File: config.mk
export PLATFORM = sky130hd
export DESIGN_NAME = rc_control_frame_decoder_flat
export DESIGN_NICKNAME = d
export VERILOG_FILES = /design/src/rcfd_pkg.sv /design/src/rcfd_if.sv /design/src/rcfd_front.sv /design/src/rcfd_job_queue.sv /design/src/rcfd_back.sv /design/src/rc_control_frame_decoder.sv /design/src/flat_wrapper.sv
export SDC_FILE = /design/constraint.sdc
export NUM_CORES = 1
export LEC_CHECK = 0
export BUFFER_PORTS_ARGS = -buffer_cell sky130_fd_sc_hd__buf_2
export CAP_MARGIN = 20
export CELL_PAD_IN_SITES_DETAIL_PLACEMENT = 0
export CELL_PAD_IN_SITES_GLOBAL_PLACEMENT = 1
export CORE_UTILIZATION = 30
export CTS_CLUSTER_DIAMETER = 150
export DETAILED_ROUTE_END_ITERATION = 8
export PLACE_DENSITY_LB_ADDON = 0.1
export SYNTH_ARGS = -nofsm -noshare
export SYNTH_HDL_FRONTEND = slang
export SYNTH_SLANG_ARGS = --single-unit
File: constraint.sdc
create_clock -name clk -period 4.8 [get_ports clk]
set_input_delay 1.44 -clock clk [delete_from_list [all_inputs] [get_ports clk]]
set_output_delay 1.44 -clock clk [all_outputs]
set_load 0.03 [all_outputs]
File: src/rcfd_pkg.sv
`default_nettype none

package rcfd_pkg;

  // Sizing of the block.
  localparam int CHANNELS    = 16;
  localparam int FRAME_BYTES = 20;
  localparam int CNT_W       = $clog2(FRAME_BYTES + 2);
  localparam int ADDR_W      = $clog2(FRAME_BYTES);
  localparam int CH_W        = $clog2(CHANNELS);
  localparam int HDR_BYTES   = 3;
  localparam int SCAN_MAX    = 16;
  localparam int SCAN_W      = $clog2(SCAN_MAX + 1);

  // Characters the decoder looks for.
  localparam logic [7:0] CHR_HASH  = 8'h23;
  localparam logic [7:0] CHR_H     = 8'h48;
  localparam logic [7:0] CHR_E     = 8'h45;
  localparam logic [7:0] CHR_X     = 8'h58;
  localparam logic [7:0] CHR_D     = 8'h44;
  localparam logic [7:0] CHR_G     = 8'h47;
  localparam logic [7:0] CHR_S     = 8'h53;
  localparam logic [7:0] CHR_R     = 8'h52;
  localparam logic [7:0] CHR_V     = 8'h56;
  localparam logic [7:0] CHR_T     = 8'h54;
  localparam logic [7:0] CHR_8     = 8'h38;
  localparam logic [7:0] CHR_L     = 8'h4C;
  localparam logic [7:0] CHR_PLUS  = 8'h2B;
  localparam logic [7:0] CHR_MINUS = 8'h2D;
  localparam logic [7:0] CHR_ZERO  = 8'h30;
  localparam logic [7:0] CHR_NINE  = 8'h39;
  localparam logic [7:0] CHR_SPACE = 8'h20;
  localparam logic [7:0] CHR_TAB   = 8'h09;
  localparam logic [7:0] CHR_CR    = 8'h0D;
  localparam logic [7:0] CHR_UA    = 8'h41;
  localparam logic [7:0] CHR_UF    = 8'h46;
  localparam logic [7:0] CHR_LA    = 8'h61;
  localparam logic [7:0] CHR_LF    = 8'h66;

  // Channel value constants.
  localparam logic signed [12:0] VAL_DEFAULT = 13'sd1500;
  localparam logic [13:0]        SRV_MAX     = 14'd3000;
  localparam logic signed [12:0] DEG_OFFSET  = 13'sd127;

  typedef enum logic [2:0] {
    KIND_NONE = 3'd0,
    KIND_HEX  = 3'd1,
    KIND_DEG  = 3'd2,
    KIND_SRV  = 3'd3,
    KIND_SS8  = 3'd4,
    KIND_LED  = 3'd5
  } kind_t;

  // One classified frame, handed from the front to the back.
  typedef struct packed {
    kind_t kind;
    logic  ok;
  } job_t;

  // Read request into the frame store.
  typedef struct packed {
    logic              en;
    logic [ADDR_W-1:0] addr;
  } rd_req_t;

endpackage

`default_nettype wire

File: src/rcfd_if.sv
`default_nettype none

// Byte channel into the decoder.
interface rcfd_in_if;
  logic       valid;
  logic       ready;
  logic [7:0] data_byte;
  logic       end_of_frame;

  modport source (output valid, output data_byte, output end_of_frame, input ready);
  modport sink   (input valid, input data_byte, input end_of_frame, output ready);
endinterface

// Channel result channel out of the decoder.
interface rcfd_out_if;
  logic              valid;
  logic              ready;
  logic [2:0]        frame_kind;
  logic              frame_ok;
  logic [3:0]        channel_index;
  logic signed [12:0] channel_value;
  logic              channel_present;
  logic              last_channel;

  modport source (output valid, output frame_kind, output frame_ok, output channel_index,
                  output channel_value, output channel_present, output last_channel,
                  input ready);
  modport sink   (input valid, input frame_kind, input frame_ok, input channel_index,
                  input channel_value, input channel_present, input last_channel,
                  output ready);
endinterface

`default_nettype wire

File: src/rcfd_front.sv
`default_nettype none

module rcfd_front
  import rcfd_pkg::*;
(
  input  wire logic    clk,
  input  wire logic    rst,
  rcfd_in_if.sink      in_ch,
  input  wire logic    queue_full,
  output logic         job_push,
  output job_t         job,
  input  wire rd_req_t rd_req,
  output logic [7:0]   rd_data,
  input  wire logic    store_release
);

  logic [CNT_W-1:0] count;
  logic             locked;
  logic [7:0]       head0;
  logic [7:0]       head1;
  logic [7:0]       head2;
  logic [7:0]       store [FRAME_BYTES];

  logic       accept;
  logic [7:0] head2_eff;
  logic       len_fixed;
  logic       len_min;
  logic       term_ok;
  logic       hdr_hex, hdr_deg, hdr_srv, hdr_ss8, hdr_led;

  // The store is held from the final word until the back has scanned it, or has taken its job if it needs no scan.
  assign in_ch.ready = !locked && !queue_full;
  assign accept      = in_ch.valid && in_ch.ready;
  assign job_push    = accept && in_ch.end_of_frame;

  // A three-word frame ends on its third header position.
  assign head2_eff = (count == CNT_W'(2)) ? in_ch.data_byte : head2;
  assign len_fixed = (count == CNT_W'(FRAME_BYTES - 1));
  assign len_min   = (count >= CNT_W'(HDR_BYTES - 1));
  assign term_ok   = (in_ch.data_byte == CHR_HASH) && len_min;

  assign hdr_hex = (head0 == CHR_H) && (head1 == CHR_E) && (head2_eff == CHR_X);
  assign hdr_deg = (head0 == CHR_D) && (head1 == CHR_E) && (head2_eff == CHR_G);
  assign hdr_srv = (head0 == CHR_S) && (head1 == CHR_R) &&
                   ((head2_eff == CHR_V) || (head2_eff == CHR_T));
  assign hdr_ss8 = (head0 == CHR_S) && (head1 == CHR_S) && (head2_eff == CHR_8);
  assign hdr_led = (head0 == CHR_L) && (head1 == CHR_E);

  always_comb begin
    job.kind = KIND_NONE;
    job.ok   = 1'b0;
    if (term_ok) begin
      priority if (hdr_hex) begin
        if (len_fixed) job.kind = KIND_HEX;
      end else if (hdr_deg) begin
        if (len_fixed) job.kind = KIND_DEG;
      end else if (hdr_srv) begin
        if (len_fixed) job.kind = KIND_SRV;
      end else if (hdr_ss8) begin
        if (len_fixed) job.kind = KIND_SS8;
      end else if (hdr_led) begin
        job.kind = KIND_LED;
      end else begin
        job.kind = KIND_NONE;
      end
    end
    job.ok = (job.kind != KIND_NONE);
  end

  always_ff @(posedge clk) begin
    if (rst) begin
      count  <= '0;
      locked <= 1'b0;
    end else begin
      if (accept) begin
        if (in_ch.end_of_frame) begin
          count <= '0;
        end else if (count < CNT_W'(FRAME_BYTES + 1)) begin
          count <= count + CNT_W'(1);
        end
      end
      if (job_push) begin
        locked <= 1'b1;
      end else if (store_release) begin
        locked <= 1'b0;
      end
    end
  end

  always_ff @(posedge clk) begin
    if (accept) begin
      if (count < CNT_W'(FRAME_BYTES)) store[count[ADDR_W-1:0]] <= in_ch.data_byte;
      if (count == CNT_W'(0)) head0 <= in_ch.data_byte;
      if (count == CNT_W'(1)) head1 <= in_ch.data_byte;
      if (count == CNT_W'(2)) head2 <= in_ch.data_byte;
    end
    if (rd_req.en) rd_data <= store[rd_req.addr];
  end

endmodule

`default_nettype wire

File: src/rcfd_job_queue.sv
`default_nettype none

module rcfd_job_queue
  import rcfd_pkg::*;
(
  input  wire logic clk,
  input  wire logic rst,
  input  wire logic push,
  input  wire job_t job_in,
  output logic      full,
  input  wire logic pop,
  output job_t      job_out,
  output logic      empty
);

  job_t       slots [2];
  logic       wr_ptr;
  logic       rd_ptr;
  logic [1:0] fill;

  assign full    = (fill == 2'd2);
  assign empty   = (fill == 2'd0);
  assign job_out = slots[rd_ptr];

  always_ff @(posedge clk) begin
    if (rst) begin
      wr_ptr <= 1'b0;
      rd_ptr <= 1'b0;
      fill   <= 2'd0;
    end else begin
      if (push && !full) wr_ptr <= !wr_ptr;
      if (pop && !empty) rd_ptr <= !rd_ptr;
      unique case ({push && !full, pop && !empty})
        2'b10:   fill <= fill + 2'd1;
        2'b01:   fill <= fill - 2'd1;
        default: fill <= fill;
      endcase
    end
  end

  always_ff @(posedge clk) begin
    if (push && !full) slots[wr_ptr] <= job_in;
  end

endmodule

`default_nettype wire

File: src/rcfd_back.sv
`default_nettype none

module rcfd_back
  import rcfd_pkg::*;
(
  input  wire logic       clk,
  input  wire logic       rst,
  input  wire logic       queue_empty,
  output logic            queue_pop,
  input  wire job_t       job,
  output rd_req_t         rd_req,
  input  wire logic [7:0] rd_data,
  output logic            store_release,
  rcfd_out_if.source      out_ch
);

  typedef enum logic [2:0] {
    ST_IDLE = 3'b001,
    ST_SCAN = 3'b010,
    ST_EMIT = 3'b100
  } back_state_t;

  typedef enum logic [2:0] {
    ATOI_WS   = 3'b001,
    ATOI_DIG  = 3'b010,
    ATOI_DONE = 3'b100
  } atoi_ph_t;

  function automatic logic [12:0] times10(input logic [7:0] x);
    logic [12:0] w;
    w = {5'd0, x};
    return (w << 3) + (w << 1);
  endfunction

  function automatic logic [3:0] nib_of(input logic [7:0] c);
    logic [7:0] t;
    t = 8'd0;
    if (c >= CHR_ZERO && c <= CHR_NINE) t = c - CHR_ZERO;
    else if (c >= CHR_UA && c <= CHR_UF) t = c - CHR_UA + 8'd10;
    else if (c >= CHR_LA && c <= CHR_LF) t = c - CHR_LA + 8'd10;
    return t[3:0];
  endfunction

  back_state_t       state;
  job_t              cur;
  logic [SCAN_W-1:0] scan_len;
  logic [SCAN_W-1:0] issue_cnt;
  logic              rd_valid;
  logic [3:0]        rd_off;
  atoi_ph_t          atoi_ph;
  logic              atoi_neg;
  logic [13:0]       atoi_val;
  logic [3:0]        nib_hi;
  logic signed [12:0] chan_val [CHANNELS];
  logic [CHANNELS-1:0] chan_pres;
  logic [CH_W-1:0]   ch;

  logic              needs_scan;
  logic              scan_done;
  logic              out_fire;
  logic              is_last;

  // Per-word decode.
  logic              is_digit;
  logic              is_ws;
  logic [3:0]        digit;
  atoi_ph_t          ph_in, ph_out;
  logic              neg_in, neg_out;
  logic [13:0]       val_in, val_out;
  logic [12:0]       srv_res;
  logic [3:0]        nib_lo;
  logic              wr_en;
  logic [3:0]        wr_slot;
  logic signed [12:0] wr_val;

  assign needs_scan = job.ok && (job.kind == KIND_HEX || job.kind == KIND_DEG ||
                                 job.kind == KIND_SRV || job.kind == KIND_SS8);
  assign queue_pop  = (state == ST_IDLE) && !queue_empty;
  assign scan_done  = (state == ST_SCAN) && rd_valid &&
                      (SCAN_W'(rd_off) == scan_len - SCAN_W'(1));
  assign store_release = (queue_pop && !needs_scan) || scan_done;

  assign rd_req.en   = (state == ST_SCAN) && (issue_cnt < scan_len);
  assign rd_req.addr = ADDR_W'(issue_cnt) + ADDR_W'(HDR_BYTES);

  always_comb begin
    is_digit = (rd_data >= CHR_ZERO) && (rd_data <= CHR_NINE);
    is_ws    = (rd_data == CHR_SPACE) || ((rd_data >= CHR_TAB) && (rd_data <= CHR_CR));
    digit    = 4'(rd_data - CHR_ZERO);

    // Each four-word field starts the integer parse afresh.
    if (rd_off[1:0] == 2'd0) begin
      ph_in  = ATOI_WS;
      neg_in = 1'b0;
      val_in = '0;
    end else begin
      ph_in  = atoi_ph;
      neg_in = atoi_neg;
      val_in = atoi_val;
    end
    ph_out  = ph_in;
    neg_out = neg_in;
    val_out = val_in;
    unique case (ph_in)
      ATOI_WS: begin
        if (is_ws) begin
          ph_out = ATOI_WS;
        end else if (rd_data == CHR_PLUS || rd_data == CHR_MINUS) begin
          neg_out = (rd_data == CHR_MINUS);
          ph_out  = ATOI_DIG;
        end else if (is_digit) begin
          val_out = {10'd0, digit};
          ph_out  = ATOI_DIG;
        end else begin
          ph_out = ATOI_DONE;
        end
      end
      ATOI_DIG: begin
        if (is_digit) begin
          val_out = (val_in << 3) + (val_in << 1) + {10'd0, digit};
        end else begin
          ph_out = ATOI_DONE;
        end
      end
      default: begin
        ph_out = ATOI_DONE;
      end
    endcase
    // A negative field always clamps to zero.
    if (neg_out) srv_res = 13'd0;
    else if (val_out > SRV_MAX) srv_res = SRV_MAX[12:0];
    else srv_res = val_out[12:0];

    nib_lo  = nib_of(rd_data);
    wr_en   = 1'b0;
    wr_slot = rd_off;
    wr_val  = VAL_DEFAULT;
    unique case (cur.kind)
      KIND_HEX: begin
        wr_en  = 1'b1;
        wr_val = signed'(times10(rd_data));
      end
      KIND_DEG: begin
        wr_en  = 1'b1;
        wr_val = signed'({{5{rd_data[7]}}, rd_data}) - DEG_OFFSET;
      end
      KIND_SRV: begin
        wr_en   = (rd_off[1:0] == 2'd3);
        wr_slot = rd_off >> 2;
        wr_val  = signed'(srv_res);
      end
      KIND_SS8: begin
        wr_en   = rd_off[0];
        wr_slot = rd_off >> 1;
        wr_val  = signed'(times10({nib_hi, nib_lo}));
      end
      default: begin
        wr_en = 1'b0;
      end
    endcase
  end

  assign is_last  = (ch == CH_W'(CHANNELS - 1));
  assign out_fire = out_ch.valid && out_ch.ready;

  assign out_ch.valid           = (state == ST_EMIT);
  assign out_ch.frame_kind      = cur.kind;
  assign out_ch.frame_ok        = cur.ok;
  assign out_ch.channel_index   = 4'(ch);
  assign out_ch.channel_value   = chan_pres[ch] ? chan_val[ch] : VAL_DEFAULT;
  assign out_ch.channel_present = chan_pres[ch];
  assign out_ch.last_channel    = is_last;

  always_ff @(posedge clk) begin
    if (rst) begin
      state     <= ST_IDLE;
      rd_valid  <= 1'b0;
      issue_cnt <= '0;
      ch        <= '0;
    end else begin
      rd_valid <= rd_req.en;
      unique case (state)
        ST_IDLE: begin
          if (queue_pop) begin
            issue_cnt <= '0;
            ch        <= '0;
            state     <= needs_scan ? ST_SCAN : ST_EMIT;
          end
        end
        ST_SCAN: begin
          if (rd_req.en) issue_cnt <= issue_cnt + SCAN_W'(1);
          if (scan_done) state <= ST_EMIT;
        end
        ST_EMIT: begin
          if (out_fire) begin
            if (is_last) state <= ST_IDLE;
            else ch <= ch + CH_W'(1);
          end
        end
        default: state <= ST_IDLE;
      endcase
    end
  end

  always_ff @(posedge clk) begin
    if (queue_pop) begin
      cur       <= job;
      chan_pres <= '0;
      scan_len  <= (job.kind == KIND_HEX || job.kind == KIND_DEG) ?
                   SCAN_W'(CHANNELS) : SCAN_W'(SCAN_MAX);
    end else if (state == ST_SCAN && rd_valid && wr_en) begin
      chan_pres[wr_slot[CH_W-1:0]] <= 1'b1;
    end
    if (state == ST_SCAN && rd_valid) begin
      atoi_ph  <= ph_out;
      atoi_neg <= neg_out;
      atoi_val <= val_out;
      if (!rd_off[0]) nib_hi <= nib_lo;
      if (wr_en) chan_val[wr_slot[CH_W-1:0]] <= wr_val;
    end
    if (rd_req.en) rd_off <= issue_cnt[3:0];
  end

  // Store data only comes back while a scan is running.
  a_read_in_scan: assert property (@(posedge clk) disable iff (rst)
    rd_valid |-> (state == ST_SCAN))
    else $error("store read data outside of a scan");

  // The result after the final channel closes the frame.
  a_last_ends: assert property (@(posedge clk) disable iff (rst)
    (out_fire && is_last) |=> (state == ST_IDLE))
    else $error("emit did not end after the final channel");

  // The store is handed back once per frame, never twice in a row.
  a_release_pulse: assert property (@(posedge clk) disable iff (rst)
    store_release |=> !store_release)
    else $error("store released on consecutive cycles");

  // The channel counter stays within the channel range.
  a_ch_range: assert property (@(posedge clk) disable iff (rst)
    (state == ST_EMIT) |-> (ch <= CH_W'(CHANNELS - 1)))
    else $error("channel counter out of range");

endmodule

`default_nettype wire

File: src/rc_control_frame_decoder.sv
`default_nettype none

// Flow: the final word pushes a job into the queue, which the back pops when idle; HEX, DEG,
// SRV and SS8 frames then read 16 store words through the registered read port before the
// first result, and frames that need no scan go straight to results. Throughput: 16 results
// follow at one per cycle while the receiver is ready. After a final word the input stalls
// until the store is released: after the scan, or on the pop of a job that needs none.
// Reset (synchronous, rst high) clears the byte count, store lock, job queue and back state;
// the frame store and header registers keep their contents and are not cleared.

module rc_control_frame_decoder
  import rcfd_pkg::*;
(
  input  wire logic  clk,
  input  wire logic  rst,
  rcfd_in_if.sink    in_ch,
  rcfd_out_if.source out_ch
);

  // The front counts and stores the frame words and classifies the frame on its
  // final word, checking the trailing hash, the header and the fixed length.
  // Classified frames wait in a two-entry job queue. The back takes one job at a
  // time, walks the payload words of the store through its registered read port
  // while decoding each channel when the kind carries values, then hands the store back to
  // the front and emits one result word per channel. Because decoded values sit in the back's
  // own registers, the front can take the next frame while results drain.

  job_t    job_in;
  job_t    job_out;
  logic    job_push;
  logic    job_pop;
  logic    queue_full;
  logic    queue_empty;
  rd_req_t rd_req;
  logic [7:0] rd_data;
  logic    store_release;

  rcfd_front u_front (
    .clk           (clk),
    .rst           (rst),
    .in_ch         (in_ch),
    .queue_full    (queue_full),
    .job_push      (job_push),
    .job           (job_in),
    .rd_req        (rd_req),
    .rd_data       (rd_data),
    .store_release (store_release)
  );

  rcfd_job_queue u_queue (
    .clk     (clk),
    .rst     (rst),
    .push    (job_push),
    .job_in  (job_in),
    .full    (queue_full),
    .pop     (job_pop),
    .job_out (job_out),
    .empty   (queue_empty)
  );

  rcfd_back u_back (
    .clk           (clk),
    .rst           (rst),
    .queue_empty   (queue_empty),
    .queue_pop     (job_pop),
    .job           (job_out),
    .rd_req        (rd_req),
    .rd_data       (rd_data),
    .store_release (store_release),
    .out_ch        (out_ch)
  );

endmodule

`default_nettype wire

File: src/flat_wrapper.sv
// flat-port wrapper written by rule: the top's interface ports become plain ports
module rc_control_frame_decoder_flat import rcfd_pkg::*;
  (clk, rst, in_ch_valid, in_ch_data_byte, in_ch_end_of_frame, in_ch_ready, out_ch_valid, out_ch_frame_kind, out_ch_frame_ok, out_ch_channel_index, out_ch_channel_value, out_ch_channel_present, out_ch_last_channel, out_ch_ready);
  rcfd_in_if in_ch_i ();
  rcfd_out_if out_ch_i ();
  input  wire logic clk;
  input  wire logic rst;
  input wire logic [$bits(in_ch_i.valid)-1:0] in_ch_valid;
  input wire logic [$bits(in_ch_i.data_byte)-1:0] in_ch_data_byte;
  input wire logic [$bits(in_ch_i.end_of_frame)-1:0] in_ch_end_of_frame;
  output wire logic [$bits(in_ch_i.ready)-1:0] in_ch_ready;
  output wire logic [$bits(out_ch_i.valid)-1:0] out_ch_valid;
  output wire logic [$bits(out_ch_i.frame_kind)-1:0] out_ch_frame_kind;
  output wire logic [$bits(out_ch_i.frame_ok)-1:0] out_ch_frame_ok;
  output wire logic [$bits(out_ch_i.channel_index)-1:0] out_ch_channel_index;
  output wire logic [$bits(out_ch_i.channel_value)-1:0] out_ch_channel_value;
  output wire logic [$bits(out_ch_i.channel_present)-1:0] out_ch_channel_present;
  output wire logic [$bits(out_ch_i.last_channel)-1:0] out_ch_last_channel;
  input wire logic [$bits(out_ch_i.ready)-1:0] out_ch_ready;
  assign in_ch_i.valid = in_ch_valid;
  assign in_ch_i.data_byte = in_ch_data_byte;
  assign in_ch_i.end_of_frame = in_ch_end_of_frame;
  assign in_ch_ready = in_ch_i.ready;
  assign out_ch_valid = out_ch_i.valid;
  assign out_ch_frame_kind = out_ch_i.frame_kind;
  assign out_ch_frame_ok = out_ch_i.frame_ok;
  assign out_ch_channel_index = out_ch_i.channel_index;
  assign out_ch_channel_value = out_ch_i.channel_value;
  assign out_ch_channel_present = out_ch_i.channel_present;
  assign out_ch_last_channel = out_ch_i.last_channel;
  assign out_ch_i.ready = out_ch_ready;
  rc_control_frame_decoder u_core (.clk(clk), .rst(rst), .in_ch(in_ch_i), .out_ch(out_ch_i));
endmodule
==> metrics.md <==
| Metric | Value |
|---|---|
| CTS buffer count | 55 |
| Critical path launch point type | flip-flop |
| Synth unique cells | 70 |
| IO Pins | 38 |
| Rel. slew slack | 35.6% |
| Number of antenna diodes | 0 |
| Number of detailed-routing iterations run before antenna repair | 5 |
| Transition time at the pin with the least slew margin | 959 ps |
| End of the worst register-to-register path | u_core.u_back.chan_val[3][2] |
| Worst IR Drop VDD | 295 uV |
| Global-route met3 utilization | 2.50% |
| Final critical-path share of the clock period | 94.9% |
| Startpoint of the most critical register-to-register path | u_core.u_back.rd_off[1] |
| PortBufs | 37 |
| Largest net degree at the start of global routing | 48 |
| CP max FO | 16 |
| Number of global-route vias before repair | 12161 |
| Layout cell share with drive strength beyond 1 | 24.4% |
| Wire length reported by the detailed router | 54000 um |
| Highest-count cells in the layout ignoring fill and taps | 438 x sky130_fd_sc_hd__edfxtp_1, 118 x sky130_fd_sc_hd__mux4_2, 65 x sky130_fd_sc_hd__nor2_1, 65 x sky130_fd_sc_hd__buf_4, 56 x sky130_fd_sc_hd__clkbuf_16 |
| Delay of the slowest cell on the worst path | 450 ps |
| Number of stages on the worst hold path | 1 |
| Total Die Area | 71200 sq um |
| Clk sink count | 482 |
| Max Clock Freq | 220 MHz |
| Startpoint of the tightest hold check path | u_core.u_back.chan_pres[12] |
| Final Max Tran Viols | 0 |
| Clock latency at the later pin of the worst-skew pair | 610 ps |
| Aggregate negative setup slack | 0 ps |
| Destination of the worst hold path | u_core.u_back.chan_pres[12] |
| DR vias | 11481 |
| Maximum root-to-sink buffer count | 3 |
| Global-route total usage across every layer | 15.4% |
| Leakage | 7.96 nW |
| Gate Count Post-Synth | 1276 |
| Sort of element at the end of the critical path | flip-flop |
| Total congestion overflow after global routing | 0 |
| Worst clock skew | 26.8 ps |
| Gr busiest metal | met2 |
| Cell with the most instances on the worst path | sky130_fd_sc_hd__ha_1 |
| Hold_buf cts | 0 |
| Total DRC errors in the routed layout | 0 |
| Placer's final routability congestion estimate | 0.798 |
| Clock tree from TritonCTS | yes |
| Met2 capacity usage during global routing | 26.9% |
| Core Util, Final | 35.5% |
| Ratio of routed vias to standard cells | 4.85 |
| Number of enable flip-flop cells after synthesis | 438 |
| Critical setup path kind | flip-flop to flip-flop |
| Number of synthesized register bits | 482 |
| Synth-to-Final Area Change | 16.5% |
| HP Class | flip-flop to flip-flop |
| Reported max-cap violation count | 0 |
| Most common cell after layout, fill and taps aside | sky130_fd_sc_hd__edfxtp_1 |
| NumNets Final | 1454 |
| Number of antenna violations at the first check in global routing | 0 |
| Die X-Extent | 267 um |
| Number of endpoints with negative hold slack in the final report | 0 |
| FP Rows | 96 |
| Cell depth of the worst flop-to-flop path | 14 |
| Commonest register cell after synthesis | sky130_fd_sc_hd__edfxtp_1 |
| Data arrival time of the worst path | 4990 ps |
| Standard cell core area | 68900 sq um |
| Number of violations reported at the end of detailed-routing iteration 0 | 640 |
| Half-perimeter wire length after detailed placement | 35700 um |
| Result of the run | finished, final reports clean |
| Wire length of the first global-routing pass | 80100 um |
| Root buf cell | sky130_fd_sc_hd__clkbuf_16 |
| Post-synthesis async set-or-reset flop share | 0% |
| Worst path slowest cell | sky130_fd_sc_hd__a2111o_1 |
| Number of failing setup endpoints in the final timing report | 0 |
| Pwr Density | 440 nW/um^2 |
| Crit path cell chain | or2_2, and2_1, ha_1, ha_1, fa_1, a21o_1, a221oi_2, o311ai_0, xor2_1, a22oi_1, o211ai_1, a2111o_1, o22ai_1, buf_4 |
| Depth of the CTS H-tree | 2 |
| Yosys warns | 0 |
| DRT antenna net count | 0 |
| GR Util met1 | 19.8% |
| Starting Density | 30.5% |
| Register area share after synthesis | 66.7% |
| Total nets after synthesis | 1337 |
| Average routed wire per standard cell | 22.8 um |
| Synthesized cell area | 21000 sq um |
| Vertical extent of the die | 267 um |
| Post-layout minimum cycle time | 4550 ps |
| Reg2Reg Setup Slack | 250 ps |
| RSZ-0062 raised after global routing | false |
| Mean instance size in the synthesized netlist | 16.5 sq um |
| CTS clock-pin slew for the worst setup and hold paths | 60 ps |
| Worst Path Required | 5240 ps |
-- cell usage after synthesis (24+ instances only) --
cell	instances	area share (%)
sky130_fd_sc_hd__xnor2_1	24	1.0
sky130_fd_sc_hd__nor3_1	31	0.74
sky130_fd_sc_hd__clkbuf_1	33	0.59
sky130_fd_sc_hd__o21ai_0	31	0.74
sky130_fd_sc_hd__a21oi_1	43	1.0
sky130_fd_sc_hd__and2_1	27	0.80
sky130_fd_sc_hd__dfxtp_1	44	4.2
sky130_fd_sc_hd__edfxtp_1	438	63
sky130_fd_sc_hd__mux4_2	118	13
sky130_fd_sc_hd__inv_1	32	0.57
sky130_fd_sc_hd__ha_1	45	2.7
sky130_fd_sc_hd__nand2_1	53	0.95
sky130_fd_sc_hd__nor2_1	82	1.5
-- logic make-up after synthesis --
| logic type | count (synthesis) | synth area share (%) |
|---|---|---|
| and+or+nand+nor | 297 | 7.31 |
| muxes | 141 | 13.8 |
| buffers and inverters | 80 | 1.43 |
| adders and majority gates | 48 | 2.96 |
| xor gates and xnor gates | 45 | 1.87 |
| AOI/OAI and AO/OA | 183 | 5.89 |
| DFF | 482 | 66.7 |
-- worst max-delay path, delay by kind of cell (launching register included) --
family	cells	cell delay, ps
adder cells (fa/ha/maj)	3	930
AND/OR/NAND/NOR	2	670
buffers and inverters	1	250
flip-flops	1	380
XOR/XNOR	1	190
AO/OA/AOI/OAI	7	1950
-- registers in the layout, summed over array words and instances (netlist names), 2 cells and up, named ones only --
signal / count
u_core.u_back.atoi_val: 14
u_core.u_back.atoi_ph: 3
u_core.u_back.chan_pres: 16
u_core.u_back.issue_cnt: 5
u_core.u_front.rd_data: 8
u_core.u_back.out_ch.channel_index: 4
u_core.u_back.state: 3
u_core.u_front.head1: 8
u_core.u_back.out_ch.frame_kind: 3
u_core.u_queue.slots: 8
u_core.u_front.head0: 8
u_core.u_back.chan_val: 208
u_core.u_back.rd_off: 4
u_core.u_queue.fill: 2
u_core.u_front.head2: 8
u_core.u_front.store: 160
u_core.u_back.nib_hi: 4
u_core.u_front.count: 5
-- through the flow --
step | cells | hold slack, ps | area, sq um | setup slack, ps | power (mW)
finish | 2366 | 463 | 24500 | 247 | 10.8
detailed placement | 2264 | 451 | 22800 | 30.4 | 7.04
global route | 2366 | 485 | 24500 | 29.4 | 11.3
global placement | 2262 | 445 | 22800 | -7.69 | 7.02
CTS | 2363 | 465 | 24500 | 2.82 | 11.0
floorplan | 1276 | 435 | 21000 | 75.8 | 6.36
-- timing repair --
action,in CTS,in global routing
buffers inserted,0,1
resized for setup,0,2
setup endpoints to repair,0,106
-- power breakdown --
group	switching (mW)	leakage, nW	internal [mW]	total [mW]
sequential	0.142	4.33	5.02	5.16
combinational	1.06	2.84	0.696	1.75
clock	1.67	0.793	2.20	3.87
total	2.87	7.96	7.92	10.8
-- metal layers --
metal | up-vias | routed length, um
met5 | - | 0
met4 | 0 | 1070
met3 | 67 | 1930
met2 | 181 | 27200
met1 | 5921 | 23800
li1 | 5312 | -
-- layout make-up --
type / count / area, sq um
Clock buffer: 76 / 1480
Clock inverter: 23 / 179
Fill cell: 6662 / 44400
Inverter: 33 / 124
Multi-Input combinational cell: 714 / 6760
Sequential cell: 482 / 14000
Tap cell: 931 / 1160
Timing Repair Buffer: 107 / 764
-- worst max-delay path by stage --
stage / start / end / slack [ps] / cells after the start
after floorplan: u_core.u_back.rd_off[1] / u_core.u_back.chan_val[0][0] / 80 / 15
after global placement: u_core.u_back.rd_off[1] / u_core.u_back.chan_val[1][8] / -8 / 13
after detailed placement: u_core.u_back.rd_off[1] / u_core.u_back.chan_val[11][7] / 30 / 13
after CTS: u_core.u_back.rd_off[1] / u_core.u_back.chan_val[15][7] / 3 / 13
after global routing: u_core.u_back.rd_off[1] / u_core.u_back.chan_val[3][2] / 30 / 14
final: u_core.u_back.rd_off[1] / u_core.u_back.chan_val[3][2] / 250 / 14
(Power assumes the default switching activity.)
